**src/rtl/wfs_pkg.sv**
```systemverilog
// Shared types, command codes and defaults for the window flush sequencer.
// Depends on nothing; imported by every module of the block.
package wfs_pkg;

    localparam int COORD_BITS_DEFAULT = 10;
    localparam int COUNT_BITS_DEFAULT = 17;
    localparam int QUEUE_DEPTH        = 4;

    localparam int ADDR_W = 5;
    localparam int DATA_W = 32;
    localparam int THR_W  = 21;
    localparam int STEP_W = 4;

    // Controller command bytes.
    localparam logic [7:0] CMD_RAM_X_RANGE = 8'h44;
    localparam logic [7:0] CMD_RAM_Y_RANGE = 8'h45;
    localparam logic [7:0] CMD_RAM_X_PTR   = 8'h4E;
    localparam logic [7:0] CMD_RAM_Y_PTR   = 8'h4F;
    localparam logic [7:0] CMD_WRITE_RAM   = 8'h24;
    localparam logic [7:0] CMD_UPDATE_CTRL = 8'h22;
    localparam logic [7:0] CMD_ACTIVATE    = 8'h20;

    // Register reset values.
    localparam logic [7:0]       RST_REFRESH_LIMIT  = 8'd20;
    localparam logic [THR_W-1:0] RST_AREA_THRESHOLD = 21'd12000;
    localparam logic [7:0]       RST_MODE_FULL      = 8'hF7;
    localparam logic [7:0]       RST_MODE_FAST      = 8'hC7;
    localparam logic [7:0]       RST_MODE_PARTIAL   = 8'hFF;

    // Input action codes.
    localparam logic ACT_BEGIN = 1'b0;
    localparam logic ACT_PIXEL = 1'b1;

    // Last step of each result run in the back end.
    localparam logic [STEP_W-1:0] STEP_BEGIN_LAST = 4'd13;
    localparam logic [STEP_W-1:0] STEP_FLUSH_LAST = 4'd3;
    localparam logic [STEP_W-1:0] STEP_FIRST      = 4'd0;

    typedef enum logic [2:0] {
        REG_REFRESH_LIMIT  = 3'd0,
        REG_AREA_THRESHOLD = 3'd1,
        REG_MODE_FULL      = 3'd2,
        REG_MODE_FAST      = 3'd3,
        REG_MODE_PARTIAL   = 3'd4
    } reg_idx_t;

    typedef struct packed {
        logic [7:0]       refresh_limit;
        logic [THR_W-1:0] area_threshold;
        logic [7:0]       mode_full;
        logic [7:0]       mode_fast;
        logic [7:0]       mode_partial;
    } cfg_t;

    typedef enum logic {
        JOB_BEGIN = 1'b0,
        JOB_PIXEL = 1'b1
    } job_kind_t;

    // One classified item, with every byte already formatted for the bus.
    typedef struct packed {
        job_kind_t  kind;
        logic       finish;
        logic [7:0] x_start;
        logic [7:0] x_end;
        logic [7:0] y_start_lo;
        logic [7:0] y_start_hi;
        logic [7:0] y_end_lo;
        logic [7:0] y_end_hi;
        logic [7:0] pixel;
        logic [7:0] mode;
    } job_t;

endpackage

```
**src/rtl/wfs_regs.sv**
```systemverilog
// APB register file holding the refresh policy and the update-control bytes.
// Depends on wfs_pkg.
module wfs_regs
    import wfs_pkg::*;
(
    input  logic              clk,
    input  logic              rst_n,
    input  logic              psel,
    input  logic              penable,
    input  logic              pwrite,
    input  logic [ADDR_W-1:0] paddr,
    input  logic [DATA_W-1:0] pwdata,
    output logic [DATA_W-1:0] prdata,
    output logic              pready,
    output cfg_t              cfg
);

    cfg_t     cfg_reg;
    cfg_t     cfg_next;
    reg_idx_t idx;
    logic     wr_en;

    assign idx    = reg_idx_t'(paddr[ADDR_W-1:2]);
    assign wr_en  = psel && penable && pwrite;
    assign pready = 1'b1;
    assign cfg    = cfg_reg;

    always_comb
    begin
        cfg_next = cfg_reg;
        if (wr_en)
        begin
            unique case (idx)
                REG_REFRESH_LIMIT:  cfg_next.refresh_limit  = pwdata[7:0];
                REG_AREA_THRESHOLD: cfg_next.area_threshold = pwdata[THR_W-1:0];
                REG_MODE_FULL:      cfg_next.mode_full      = pwdata[7:0];
                REG_MODE_FAST:      cfg_next.mode_fast      = pwdata[7:0];
                REG_MODE_PARTIAL:   cfg_next.mode_partial   = pwdata[7:0];
                default:            cfg_next = cfg_reg;
            endcase
        end
    end

    always_comb
    begin
        unique case (idx)
            REG_REFRESH_LIMIT:  prdata = DATA_W'(cfg_reg.refresh_limit);
            REG_AREA_THRESHOLD: prdata = DATA_W'(cfg_reg.area_threshold);
            REG_MODE_FULL:      prdata = DATA_W'(cfg_reg.mode_full);
            REG_MODE_FAST:      prdata = DATA_W'(cfg_reg.mode_fast);
            REG_MODE_PARTIAL:   prdata = DATA_W'(cfg_reg.mode_partial);
            default:            prdata = '0;
        endcase
    end

    always_ff @(posedge clk or negedge rst_n)
    begin
        if (!rst_n)
        begin
            cfg_reg.refresh_limit  <= RST_REFRESH_LIMIT;
            cfg_reg.area_threshold <= RST_AREA_THRESHOLD;
            cfg_reg.mode_full      <= RST_MODE_FULL;
            cfg_reg.mode_fast      <= RST_MODE_FAST;
            cfg_reg.mode_partial   <= RST_MODE_PARTIAL;
        end
        else
        begin
            cfg_reg <= cfg_next;
        end
    end

endmodule

```
**src/rtl/wfs_front.sv**
```systemverilog
// Front end: accepts items, tracks the open flush and the refresh policy,
// and hands formatted jobs to the queue. Depends on wfs_pkg.
module wfs_front
    import wfs_pkg::*;
#(
    parameter int COORD_BITS = COORD_BITS_DEFAULT,
    parameter int COUNT_BITS = COUNT_BITS_DEFAULT
)
(
    input  logic                  clk,
    input  logic                  rst_n,
    input  logic                  item_valid,
    output logic                  item_ready,
    input  logic                  action,
    input  logic [COORD_BITS-1:0] left_x,
    input  logic [COORD_BITS-1:0] top_y,
    input  logic [COORD_BITS-1:0] right_x,
    input  logic [COORD_BITS-1:0] bottom_y,
    input  logic [7:0]            pixel_byte,
    input  cfg_t                  cfg,
    input  logic                  q_full,
    output logic                  push,
    output job_t                  job
);

    localparam int DIM_W  = COORD_BITS + 1;
    localparam int COL_W  = COORD_BITS - 2;
    localparam int LEN_W  = COL_W + DIM_W;
    localparam int SAT_W  = (LEN_W > COUNT_BITS) ? LEN_W : COUNT_BITS;
    localparam int AREA_W = 2 * DIM_W;
    localparam int CMP_W  = (AREA_W > THR_W) ? AREA_W : THR_W;

    logic                  calc_reg;
    logic                  calc_next;
    logic                  in_flush_reg;
    logic                  in_flush_next;
    logic [COUNT_BITS-1:0] bytes_left_reg;
    logic [COUNT_BITS-1:0] bytes_left_next;
    logic [7:0]            refresh_count_reg;
    logic [7:0]            refresh_count_next;
    logic                  large_window_reg;
    logic                  large_window_next;
    logic [DIM_W-1:0]      w_reg;
    logic [DIM_W-1:0]      w_next;
    logic [DIM_W-1:0]      h_reg;
    logic [DIM_W-1:0]      h_next;

    logic                  take;
    logic [COORD_BITS-1:0] x_end_c;
    logic [COORD_BITS-1:0] y_end_c;
    logic [DIM_W-1:0]      cols_full;
    logic [COL_W-1:0]      cols;
    logic [LEN_W-1:0]      len_full;
    logic [SAT_W-1:0]      len_ext;
    logic [AREA_W-1:0]     area;
    logic                  finish;
    logic                  full_refresh;

    assign item_ready = !calc_reg && !q_full;
    assign take       = item_valid && item_ready;

    // Reversed corners collapse to a single column or row.
    assign x_end_c = (right_x < left_x) ? left_x : right_x;
    assign y_end_c = (bottom_y < top_y) ? top_y : bottom_y;
    assign w_next  = DIM_W'(x_end_c) - DIM_W'(left_x) + DIM_W'(1);
    assign h_next  = DIM_W'(y_end_c) - DIM_W'(top_y) + DIM_W'(1);

    // Window arithmetic runs in the cycle after a begin item.
    assign cols_full = (w_reg + DIM_W'(7)) >> 3;
    assign cols      = COL_W'(cols_full);
    assign len_full  = LEN_W'(cols) * LEN_W'(h_reg);
    assign len_ext   = SAT_W'(len_full);
    assign area      = AREA_W'(w_reg) * AREA_W'(h_reg);

    assign finish       = (bytes_left_reg <= COUNT_BITS'(1));
    assign full_refresh = (refresh_count_reg >= cfg.refresh_limit);

    always_comb
    begin
        calc_next          = 1'b0;
        in_flush_next      = in_flush_reg;
        bytes_left_next    = bytes_left_reg;
        refresh_count_next = refresh_count_reg;
        large_window_next  = large_window_reg;
        push               = 1'b0;

        job            = '0;
        job.kind       = (action == ACT_BEGIN) ? JOB_BEGIN : JOB_PIXEL;
        job.finish     = finish;
        job.x_start    = 8'(left_x >> 3);
        job.x_end      = 8'(x_end_c >> 3);
        job.y_start_lo = 8'(top_y);
        job.y_start_hi = 8'(top_y >> 8);
        job.y_end_lo   = 8'(y_end_c);
        job.y_end_hi   = 8'(y_end_c >> 8);
        job.pixel      = pixel_byte;
        job.mode       = full_refresh ? cfg.mode_full
                       : (large_window_reg ? cfg.mode_fast : cfg.mode_partial);

        if (calc_reg)
        begin
            if (len_ext > SAT_W'({COUNT_BITS{1'b1}}))
            begin
                bytes_left_next = '1;
            end
            else
            begin
                bytes_left_next = COUNT_BITS'(len_ext);
            end
            large_window_next = (CMP_W'(area) > CMP_W'(cfg.area_threshold));
        end

        if (take)
        begin
            if (action == ACT_BEGIN)
            begin
                // A begin during an open flush drops the old window silently.
                push          = 1'b1;
                calc_next     = 1'b1;
                in_flush_next = 1'b1;
            end
            else if (in_flush_reg)
            begin
                push = 1'b1;
                if (bytes_left_reg != '0)
                begin
                    bytes_left_next = bytes_left_reg - COUNT_BITS'(1);
                end
                if (finish)
                begin
                    in_flush_next     = 1'b0;
                    large_window_next = 1'b0;
                    if (full_refresh)
                    begin
                        refresh_count_next = '0;
                    end
                    else if (refresh_count_reg != 8'hFF)
                    begin
                        refresh_count_next = refresh_count_reg + 8'd1;
                    end
                end
            end
        end
    end

    always_ff @(posedge clk or negedge rst_n)
    begin
        if (!rst_n)
        begin
            calc_reg          <= 1'b0;
            in_flush_reg      <= 1'b0;
            bytes_left_reg    <= '0;
            refresh_count_reg <= '0;
            large_window_reg  <= 1'b0;
        end
        else
        begin
            calc_reg          <= calc_next;
            in_flush_reg      <= in_flush_next;
            bytes_left_reg    <= bytes_left_next;
            refresh_count_reg <= refresh_count_next;
            large_window_reg  <= large_window_next;
        end
    end

    always_ff @(posedge clk)
    begin
        if (take && (action == ACT_BEGIN))
        begin
            w_reg <= w_next;
            h_reg <= h_next;
        end
    end

endmodule

```
**src/rtl/wfs_queue.sv**
```systemverilog
// Small job queue between the front end and the back end.
// Depends on wfs_pkg for the job type.
module wfs_queue
    import wfs_pkg::*;
#(
    parameter int DEPTH = QUEUE_DEPTH
)
(
    input  logic clk,
    input  logic rst_n,
    input  logic push,
    input  job_t push_job,
    input  logic pop,
    output job_t head,
    output logic head_valid,
    output logic full
);

    localparam int PTR_W = (DEPTH > 1) ? $clog2(DEPTH) : 1;
    localparam int CNT_W = $clog2(DEPTH + 1);

    job_t             entries [DEPTH];
    logic [PTR_W-1:0] wr_ptr_reg;
    logic [PTR_W-1:0] wr_ptr_next;
    logic [PTR_W-1:0] rd_ptr_reg;
    logic [PTR_W-1:0] rd_ptr_next;
    logic [CNT_W-1:0] count_reg;
    logic [CNT_W-1:0] count_next;
    logic             do_push;
    logic             do_pop;

    assign head_valid = (count_reg != '0);
    assign full       = (count_reg == CNT_W'(DEPTH));
    assign head       = entries[rd_ptr_reg];
    assign do_push    = push && !full;
    assign do_pop     = pop && head_valid;

    always_comb
    begin
        wr_ptr_next = wr_ptr_reg;
        rd_ptr_next = rd_ptr_reg;
        count_next  = count_reg;
        if (do_push)
        begin
            wr_ptr_next = (wr_ptr_reg == PTR_W'(DEPTH - 1)) ? '0 : wr_ptr_reg + PTR_W'(1);
        end
        if (do_pop)
        begin
            rd_ptr_next = (rd_ptr_reg == PTR_W'(DEPTH - 1)) ? '0 : rd_ptr_reg + PTR_W'(1);
        end
        if (do_push && !do_pop)
        begin
            count_next = count_reg + CNT_W'(1);
        end
        else if (do_pop && !do_push)
        begin
            count_next = count_reg - CNT_W'(1);
        end
    end

    always_ff @(posedge clk or negedge rst_n)
    begin
        if (!rst_n)
        begin
            wr_ptr_reg <= '0;
            rd_ptr_reg <= '0;
            count_reg  <= '0;
        end
        else
        begin
            wr_ptr_reg <= wr_ptr_next;
            rd_ptr_reg <= rd_ptr_next;
            count_reg  <= count_next;
        end
    end

    always_ff @(posedge clk)
    begin
        if (do_push)
        begin
            entries[wr_ptr_reg] <= push_job;
        end
    end

endmodule

```
**src/rtl/wfs_back.sv**
```systemverilog
// Back end: expands each queued job into its run of bus bytes and drives
// the registered result channel. Depends on wfs_pkg.
module wfs_back
    import wfs_pkg::*;
(
    input  logic       clk,
    input  logic       rst_n,
    input  job_t       head,
    input  logic       head_valid,
    output logic       pop,
    output logic       result_valid,
    input  logic       result_ready,
    output logic [7:0] bus_byte,
    output logic       is_data,
    output logic       wait_busy,
    output logic       last
);

    logic [STEP_W-1:0] step_reg;
    logic [STEP_W-1:0] step_next;
    logic [STEP_W-1:0] last_step;
    logic              load;
    logic              at_last;
    logic              out_valid_reg;
    logic              out_valid_next;
    logic [7:0]        byte_reg;
    logic              data_reg;
    logic              busy_reg;
    logic              last_reg;
    logic [7:0]        res_byte;
    logic              res_data;
    logic              res_busy;

    assign result_valid = out_valid_reg;
    assign bus_byte     = byte_reg;
    assign is_data      = data_reg;
    assign wait_busy    = busy_reg;
    assign last         = last_reg;

    assign load    = head_valid && (!out_valid_reg || result_ready);
    assign at_last = (step_reg == last_step);
    assign pop     = load && at_last;

    always_comb
    begin
        unique case (head.kind)
            JOB_BEGIN: last_step = STEP_BEGIN_LAST;
            JOB_PIXEL: last_step = head.finish ? STEP_FLUSH_LAST : STEP_FIRST;
            default:   last_step = STEP_FIRST;
        endcase
    end

    always_comb
    begin
        res_byte = head.pixel;
        res_data = 1'b1;
        res_busy = 1'b0;
        if (head.kind == JOB_BEGIN)
        begin
            unique case (step_reg)
                4'd0:    begin res_byte = CMD_RAM_X_RANGE; res_data = 1'b0; end
                4'd1:    res_byte = head.x_start;
                4'd2:    res_byte = head.x_end;
                4'd3:    begin res_byte = CMD_RAM_Y_RANGE; res_data = 1'b0; end
                4'd4:    res_byte = head.y_start_lo;
                4'd5:    res_byte = head.y_start_hi;
                4'd6:    res_byte = head.y_end_lo;
                4'd7:    res_byte = head.y_end_hi;
                4'd8:    begin res_byte = CMD_RAM_X_PTR; res_data = 1'b0; end
                4'd9:    res_byte = head.x_start;
                4'd10:   begin res_byte = CMD_RAM_Y_PTR; res_data = 1'b0; end
                4'd11:   res_byte = head.y_start_lo;
                4'd12:   res_byte = head.y_start_hi;
                default: begin res_byte = CMD_WRITE_RAM; res_data = 1'b0; end
            endcase
        end
        else
        begin
            unique case (step_reg)
                4'd0:    res_byte = head.pixel;
                4'd1:    begin res_byte = CMD_UPDATE_CTRL; res_data = 1'b0; end
                4'd2:    res_byte = head.mode;
                default:
                begin
                    res_byte = CMD_ACTIVATE;
                    res_data = 1'b0;
                    res_busy = 1'b1;
                end
            endcase
        end
    end

    always_comb
    begin
        step_next      = step_reg;
        out_valid_next = out_valid_reg;
        if (load)
        begin
            out_valid_next = 1'b1;
            step_next      = at_last ? STEP_FIRST : step_reg + STEP_W'(1);
        end
        else if (result_ready)
        begin
            out_valid_next = 1'b0;
        end
    end

    always_ff @(posedge clk or negedge rst_n)
    begin
        if (!rst_n)
        begin
            step_reg      <= STEP_FIRST;
            out_valid_reg <= 1'b0;
        end
        else
        begin
            step_reg      <= step_next;
            out_valid_reg <= out_valid_next;
        end
    end

    always_ff @(posedge clk)
    begin
        if (load)
        begin
            byte_reg <= res_byte;
            data_reg <= res_data;
            busy_reg <= res_busy;
            last_reg <= at_last;
        end
    end

endmodule

```
**src/rtl/epaper_window_flush_sequencer.sv**
```systemverilog
// Top level of the e-paper window flush sequencer.
// Depends on wfs_pkg, wfs_regs, wfs_front, wfs_queue and wfs_back.

// The block turns window-flush items into the command/data byte stream of an
// e-paper controller. A begin item yields a run of 14 bytes (RAM ranges,
// address pointers, write-RAM command); each pixel item yields one data byte,
// and the last pixel byte of a window adds the update-control command, the
// refresh mode byte and the activation command, which carries wait_busy. The
// front end takes one item per clock while the queue has room, except that it
// holds off in the cycle after a begin item while it works out the byte count
// and area with two small multipliers. The back end delivers one result per
// clock through its output register while jobs are queued and the receiver
// takes them; a four-entry job queue lets the two halves stall independently.
// Registers sit on a 32-bit APB port at byte addresses 0x00 to 0x10 and must
// only be written while the block is idle.
module epaper_window_flush_sequencer
    import wfs_pkg::*;
#(
    parameter int COORD_BITS = COORD_BITS_DEFAULT,
    parameter int COUNT_BITS = COUNT_BITS_DEFAULT
)
(
    input  logic                  clk,
    input  logic                  rst_n,
    input  logic                  psel,
    input  logic                  penable,
    input  logic                  pwrite,
    input  logic [ADDR_W-1:0]     paddr,
    input  logic [DATA_W-1:0]     pwdata,
    output logic [DATA_W-1:0]     prdata,
    output logic                  pready,
    input  logic                  item_valid,
    output logic                  item_ready,
    input  logic                  action,
    input  logic [COORD_BITS-1:0] left_x,
    input  logic [COORD_BITS-1:0] top_y,
    input  logic [COORD_BITS-1:0] right_x,
    input  logic [COORD_BITS-1:0] bottom_y,
    input  logic [7:0]            pixel_byte,
    output logic                  result_valid,
    input  logic                  result_ready,
    output logic [7:0]            bus_byte,
    output logic                  is_data,
    output logic                  wait_busy,
    output logic                  last
);

    cfg_t cfg;
    job_t push_job;
    job_t head;
    logic push;
    logic pop;
    logic head_valid;
    logic q_full;

    wfs_regs u_regs (
        .clk     (clk),
        .rst_n   (rst_n),
        .psel    (psel),
        .penable (penable),
        .pwrite  (pwrite),
        .paddr   (paddr),
        .pwdata  (pwdata),
        .prdata  (prdata),
        .pready  (pready),
        .cfg     (cfg)
    );

    wfs_front #(
        .COORD_BITS (COORD_BITS),
        .COUNT_BITS (COUNT_BITS)
    ) u_front (
        .clk        (clk),
        .rst_n      (rst_n),
        .item_valid (item_valid),
        .item_ready (item_ready),
        .action     (action),
        .left_x     (left_x),
        .top_y      (top_y),
        .right_x    (right_x),
        .bottom_y   (bottom_y),
        .pixel_byte (pixel_byte),
        .cfg        (cfg),
        .q_full     (q_full),
        .push       (push),
        .job        (push_job)
    );

    wfs_queue #(
        .DEPTH (QUEUE_DEPTH)
    ) u_queue (
        .clk        (clk),
        .rst_n      (rst_n),
        .push       (push),
        .push_job   (push_job),
        .pop        (pop),
        .head       (head),
        .head_valid (head_valid),
        .full       (q_full)
    );

    wfs_back u_back (
        .clk          (clk),
        .rst_n        (rst_n),
        .head         (head),
        .head_valid   (head_valid),
        .pop          (pop),
        .result_valid (result_valid),
        .result_ready (result_ready),
        .bus_byte     (bus_byte),
        .is_data      (is_data),
        .wait_busy    (wait_busy),
        .last         (last)
    );

endmodule

```
**config.mk**
```make
export PLATFORM = sky130hd
export DESIGN_NAME = epaper_window_flush_sequencer
export DESIGN_NICKNAME = d
export VERILOG_FILES = /design/src/rtl/wfs_pkg.sv /design/src/rtl/wfs_regs.sv /design/src/rtl/wfs_front.sv /design/src/rtl/wfs_queue.sv /design/src/rtl/wfs_back.sv /design/src/rtl/epaper_window_flush_sequencer.sv
export SDC_FILE = /design/constraint.sdc
export NUM_CORES = 1
export LEC_CHECK = 0
export ABC_AREA = 0
export CAP_MARGIN = 20
export CORE_MARGIN = 2
export CORE_UTILIZATION = 30
export DETAILED_ROUTE_END_ITERATION = 12
export DONT_BUFFER_PORTS = 1
export PLACE_DENSITY_LB_ADDON = 0.12
export SETUP_SLACK_MARGIN = 0.5
export SLEW_MARGIN = 0
export SYNTH_ARGS = -nofsm -noshare
export SYNTH_HDL_FRONTEND = slang
export SYNTH_SLANG_ARGS = --single-unit
```
**constraint.sdc**
```tcl
create_clock -name clk -period 7.95 [get_ports clk]
set_input_delay 1.59 -clock clk [delete_from_list [all_inputs] [get_ports clk]]
set_output_delay 1.59 -clock clk [all_outputs]
set_load 0.05 [all_outputs]
```
---- Word level (Yosys, flattened, before mapping) ----
Memory sizes are Yosys's and may differ from the RTL's.
Cells that the tools add are included.
word-level totals
  memories kept ........................... 1
  word-level logic and storage cells ...... 146
  memory bits (read-only) ................. 0
  output and inout bits ................... 46
  input port bits ......................... 93
  bits in latches ......................... 0
  register bits ........................... 126
  memory bits (writable) .................. 208
memory list
  name             words  width  read ports  clocked after Yosys merged registers in  write ports  line             text
  u_queue.entries  4      52     1           0                                        1            wfs_queue.sv:22  job_t entries [DEPTH];
operators by class
  add/sub/neg operators ................... 12
  shift-type cells ........................ 0
  multiply operators ...................... 2
  bitwise operators ....................... 2
  magnitude comparators ................... 6
  equality and inequality tests ........... 21
  multiplexer cells ....................... 45
  div/mod/pow operators ................... 0
  reduce and logical (&&, ||, !) cells .... 36
operators with widths
  operator                                                          count
  one-hot mux 21 bit (5 select lines)                               1
  2-to-1 mux 17 bit                                                 6
  one-hot mux 8 bit (10 select lines)                               1
  2-to-1 mux 8 bit                                                  5
  one-hot mux 8 bit (3 select lines)                                1
  adder 11 x 1 -> 11 bit (second input constant)                    2
  greater-than comparator 22 x 21 -> 1 bit                          1
  multiplier 11 x 11 -> 22 bit                                      1
  2-to-1 mux 1 bit                                                  22
  subtractor 10 x 10 -> 11 bit                                      2
  == test 4 bit (second input constant)                             5
  less-than comparator 10 bit                                       2
  2-to-1 mux 10 bit                                                 2
  greater-than comparator 19 x 17 -> 1 bit (second input constant)  1
  multiplier 8 x 11 -> 19 bit                                       1
  less-or-equal comparator 17 x 1 -> 1 bit (second input constant)  1
  nonzero test 17 bit                                               1
  subtractor 17 x 1 -> 17 bit (second input constant)               1
  == test 4 x 3 -> 1 bit (second input constant)                    4
  adder 11 x 3 -> 11 bit (second input constant)                    1
  logical AND 1 bit                                                 11
  AND reduction 2 bit                                               5
  OR reduction 9 bit                                                1
  adder 8 x 1 -> 8 bit (second input constant)                      1
  other kinds (27)                                                  45

---- Longest topological paths before layout ----
  depth in word-level cells ............... 10
  depth in mapped cells ................... 29
  depth with buffers taken out ............ 27

---- Cells and area by module ----
From an unflattened synthesis, not the netlist that was laid out.
second synthesis, totals
  cells, all modules ...................... 2159
  area total of the unflattened synthesis .. 26123.8 µm²
modules (own cells, without submodules)
  module     sequential area each (µm²)  instances  area each (µm²)  cells each
  wfs_front  1361.3                      1          12116.6          1427
  wfs_queue  8102.8                      1          9977.1           382
  wfs_regs   1362.6                      1          2625.0           191
  wfs_back   455.4                       1          1405.1           159

---- Least setup slack after synthesis ----
Ideal clock, no wire load.
  path type ............................... reg2reg
  start ................................... reg u_front.h_reg[7]
  end ..................................... reg u_front.large_window_reg
  arrival time ............................ 6504 ps
  slack ................................... 1323 ps
  required time ........................... 7827 ps
  period minus slack after synthesis ...... 6627 ps
  buffers on the path ..................... 2
  library setup time ...................... 123 ps
  cell stages (with the launch flop) ...... 25
  path through ............................ edfxtp_1 > clkbuf_1 > clkbuf_1 > nand2_1 > fa_1 > fa_1 > fa_1 > inv_1 > fa_1 > fa_1 > ha_1 > a21o_1 > o311ai_0 > nor2_1 > a221oi_1 > o21ai_0 > xor2_1 > ha_1 > a21o_1 > a21oi_1 > o21ai_0 > a21o_1 > a221oi_1 > o21ai_0 > o221a_2
between the ends
  word-level cells in the longest chain between the ends .. 7
RTL lines
  what                                        line              text
  from (decl)                                 wfs_front.sv:45   logic [DIM_W-1:0] h_reg;
  from (signal assigned)                      wfs_front.sv:171  h_reg <= h_next;
  multiplier 11 x 11 -> 22 bit *              wfs_front.sv:73   assign area = AREA_W'(w_reg) * AREA_W'(h_reg);
  greater-than comparator 22 x 21 -> 1 bit *  wfs_front.sv:110  large_window_next = (CMP_W'(area) > CMP_W'(cfg.area_threshold));
  2-to-1 mux 1 bit *                          wfs_front.sv:100  if (calc_reg)
  2-to-1 mux 1 bit                            wfs_front.sv:129  if (finish)
  2-to-1 mux 1 bit                            wfs_front.sv:122  else if (in_flush_reg)
  2-to-1 mux 1 bit                            wfs_front.sv:115  if (action == ACT_BEGIN)
  2-to-1 mux 1 bit *                          wfs_front.sv:113  if (take)
  named net u_front.large_window_next         wfs_front.sv:42   logic large_window_next;
  to (signal assigned)                        wfs_front.sv:162  large_window_reg <= large_window_next;
  to (decl)                                   wfs_front.sv:41   logic large_window_reg;
Mark *: on every way through the listed nets, which the timed path passes. The rest lies on a longest branch.
A chain may end at the register's enable or synchronous reset.

---- Final worst setup path ----
  start ................................... reg u_front.w_reg[5]
  end ..................................... reg u_front.bytes_left_reg[13]
between the ends
  word-level cells in the longest chain between the ends .. 9
RTL lines
  what                                      line              text
  from (decl)                               wfs_front.sv:43   logic [DIM_W-1:0] w_reg;
  from (signal assigned)                    wfs_front.sv:170  w_reg <= w_next;
  adder 11 x 3 -> 11 bit *                  wfs_front.sv:69   assign cols_full = (w_reg + DIM_W'(7)) >> 3;
  multiplier 8 x 11 -> 19 bit *             wfs_front.sv:71   assign len_full = LEN_W'(cols) * LEN_W'(h_reg);
  greater-than comparator 19 x 17 -> 1 bit  wfs_front.sv:102  if (len_ext > SAT_W'({COUNT_BITS{1'b1}}))
  2-to-1 mux 17 bit *                       wfs_front.sv:102
  2-to-1 mux 17 bit *                       wfs_front.sv:100
  2-to-1 mux 17 bit                         wfs_front.sv:125  if (bytes_left_reg != '0)
  2-to-1 mux 17 bit                         wfs_front.sv:122
  2-to-1 mux 17 bit                         wfs_front.sv:115
  2-to-1 mux 17 bit *                       wfs_front.sv:113
  named net u_front.bytes_left_next[13]     wfs_front.sv:38   logic [COUNT_BITS-1:0] bytes_left_next;
  to (signal assigned)                      wfs_front.sv:160  bytes_left_reg <= bytes_left_next;
  to (decl)                                 wfs_front.sv:37   logic [COUNT_BITS-1:0] bytes_left_reg;
Marks and branches as above.

==> run metrics <==
Hold EP=u_front.bytes_left_reg[15]$_DFF_PN0_; Yosys reg bits=approximately 330; total gr overflow=0; vias per cell=4.71; cells after synthesis=between 2k and 2.5k; first-pass GRT wire length=slightly above 90 mm; NumNets Final=~2.5k; aggregate global-route resource usage=15.4%; FMAX=approximately 140 MHz; H-Tree Depth=2; Top FF cell, synth=edfxtp_1; CTS clock-pin slew for the worst setup and hold paths=approximately 0.06 ns; vias post-DR=around 15k; Max Clock Skew=around 0.028 ns; Routed Wire Length=around 60 mm; chip width=282 um; max-slew violation count=0; area grow syn2layout=11.4%; Max-cap violations=0; fill cell count=~7.6k; worst path arrival time=roughly 7.4 ns; n_diodes=0; max FFs per register=208; Die H=roughly 280 um; global placer's final weighted congestion=about 0.78; Starting DRT DRC Count=between 600 and 700; sequential fraction of the synthesis area=between 40% and 50%; critical path startpoint category=flop; initial core utilization=30.4%; maximum clock path buffer count=3; Syn. warnings=0; PortBufs=0; RR Endpoint=u_front.bytes_left_reg[13]$_DFF_PN0_; RR Startpoint=u_front.w_reg[5]$_DFFE_PP_; crit-path max FO=13; run status=completed; Core Area=roughly 76000 sq um; hold buffer count at cts=0; Crit path required time=8.37 ns; Final period util=just under 90%; row count=approximately 100; initial antenna violation count=4; Slew headroom=24.6%; flop2flop setup slack=roughly 1.0 ns; EDFF count, synth=roughly 240; hold depth=1; Ports=139; Hold/Removal Path Class=flop to flop; critical path endpoint category=flop; die area=79300 sq um; DR WL/cell=19.2 um; TritonCTS clock tree=yes; worst-margin pin slew=around 1.1 ns; final hold vios=0; post-route ant nets=0; DR pass1 iterations=5; TNS Setup=0 ns; CTS root buffer=clkbuf_16; Async S/R FF share, synth=~28%; Period minus WS final=~6.9 ns; Mean Syn Cell Area=about 11 sq um; Clock Sink Count=around 330; post-DP HPWL=approximately 44 mm; post-synthesis cell type count=66; number of global-route vias before repair=15.5k; critical path type=flop to flop; layout cell share with drive strength beyond 1=a little over an eighth; worst skew pair latency=0.57 ns; # DRC=0; cts bufs inserted=41; synthesized area=between 20000 and 25000 sq um; RSZ-0062 raised after global routing=false; setup violators final=0; largest net degree at the start of global routing=94; cell count of the worst reg-to-reg path=23; Worst Min Path Start=u_front.bytes_left_reg[15]$_DFF_PN0_
[cell usage in the layout, fill, tap and decap left out, drive strengths merged, types with 5 or more instances in the layout]
cell	n
a32oi	5
nand3	16
clkbuf	51
edfxtp	241
nand2b	14
buf	50
nand4	10
conb	12
fa	137
xnor2	36
a221oi	5
a22oi	10
nor2b	38
xor2	26
nand2	187
a21oi	75
nor3	38
mux2	56
ha	197
and2	73
nor4	5
o22ai	12
inv	264
and3	7
or3	8
o211ai	8
a21o	41
clkinv	14
mux2i	26
a211oi	8
o21ai	89
nor2	81
o21a	6
mux4	52
dfstp	29
dfrtp	64
a31oi	5
[worst max-delay path, cell delays in order, from the launching register on]
cell and delay [ns]:
edfxtp_1 0.72, and3_1 0.31, nand3_1 0.12, nor2_1 0.21, nand2_1 0.09, xor2_1 0.14
buf_4 0.18, nand2b_1 0.17, fa_1 0.45, inv_1 0.10, fa_1 0.45, fa_1 0.55
inv_1 0.06, fa_1 0.52, inv_1 0.04, ha_1 0.34, and4_1 0.23, a21oi_1 0.19
nand2_1 0.13, o31a_1 0.36, nor3b_1 0.15, or4_1 0.74, o21ai_0 0.36, o311ai_0 0.18
[area by class of cell]
class                      count  area [sq um]  share of cell area, %
multi-input combinational   1338         12200                   47.4
sequential                   334          9610                   37.3
tap                         1030          1290                   5.00
clock buffer                  51          1090                   4.24
inverter                     259           972                   3.77
timing repair buffer          50           383                   1.49
clock inverter                25           211                  0.820
[cell families after synthesis]
family                   Yosys count  share of synthesized area [%]
AND/OR/NAND/NOR                  488                           10.1
buffers and inverters            356                           6.07
adder cells (fa/ha/maj)          334                           22.5
flip-flops                       334                           41.5
AO/OA/AOI/OAI                    308                           8.48
multiplexers                     134                           8.91
XOR/XNOR                          62                           2.35
other                              2                         0.0325
[synth_stat cells (all sizes together), types with 27 or more instances]
| library cell | n | share of area [%] |
|---|---|---|
| buf | 27 | 0.74 |
| a21o | 41 | 1.3 |
| clkbuf | 70 | 1.1 |
| o21ai | 89 | 1.9 |
| mux4 | 52 | 5.1 |
| inv | 259 | 4.2 |
| nor2b | 38 | 1.0 |
| dfstp | 29 | 3.3 |
| nand2 | 187 | 3.0 |
| dfrtp | 64 | 6.9 |
| and2 | 73 | 2.0 |
| a21oi | 75 | 1.6 |
| nor2 | 81 | 1.3 |
| xnor2 | 36 | 1.4 |
| edfxtp | 241 | 31 |
| fa | 137 | 12 |
| ha | 197 | 11 |
| mux2 | 56 | 2.7 |
| nor3 | 38 | 0.82 |
[worst max-delay path by stage]
stage                                                end                        from  slack [ns]
floorplan             u_front.large_window_reg$_DFF_PN0_  u_front.h_reg[7]$_DFFE_PP_        1.32
global placement    u_front.bytes_left_reg[13]$_DFF_PN0_  u_front.w_reg[4]$_DFFE_PP_        0.82
detailed placement  u_front.bytes_left_reg[13]$_DFF_PN0_  u_front.w_reg[4]$_DFFE_PP_        0.76
CTS                 u_front.bytes_left_reg[13]$_DFF_PN0_  u_front.w_reg[4]$_DFFE_PP_        0.79
global route         u_front.bytes_left_reg[5]$_DFF_PN0_  u_front.w_reg[5]$_DFFE_PP_        0.53
finish              u_front.bytes_left_reg[13]$_DFF_PN0_  u_front.w_reg[5]$_DFFE_PP_        1.01
[per-layer routing]
layer	global-route usage (%)	routed length (um)	part of all wire (%)	up-vias
met5	0	59	0.099	-
met4	3.75	1230	2.1	8
met3	3.47	3130	5.3	78
met2	24.4	26900	45	245
met1	21.4	28000	47	7196
li1	-	-	-	7008
[timing repair]
item | CTS | global route
resized for setup | 0 | 1
buffers inserted | 0 | 4
endpoints found under the setup margin | 0 | 12
hold endpoints to repair | 0 | 0
[stage by stage]
step	util [%]	instance area [sq um]	hold slack [ns]	setup WS (ns)	std cells
floorplan	-	23200	0.461	1.32	2028
global placement	32.0	24400	0.486	0.821	3005
detailed placement	32.1	24400	0.489	0.755	3007
CTS	33.8	25700	0.497	0.789	3083
global route	33.8	25800	0.518	0.535	3087
finish	33.8	25800	0.500	1.01	3087
Power is not shown: default switching activity piles up to over one toggle a cycle in this logic, so the estimate is an artifact.
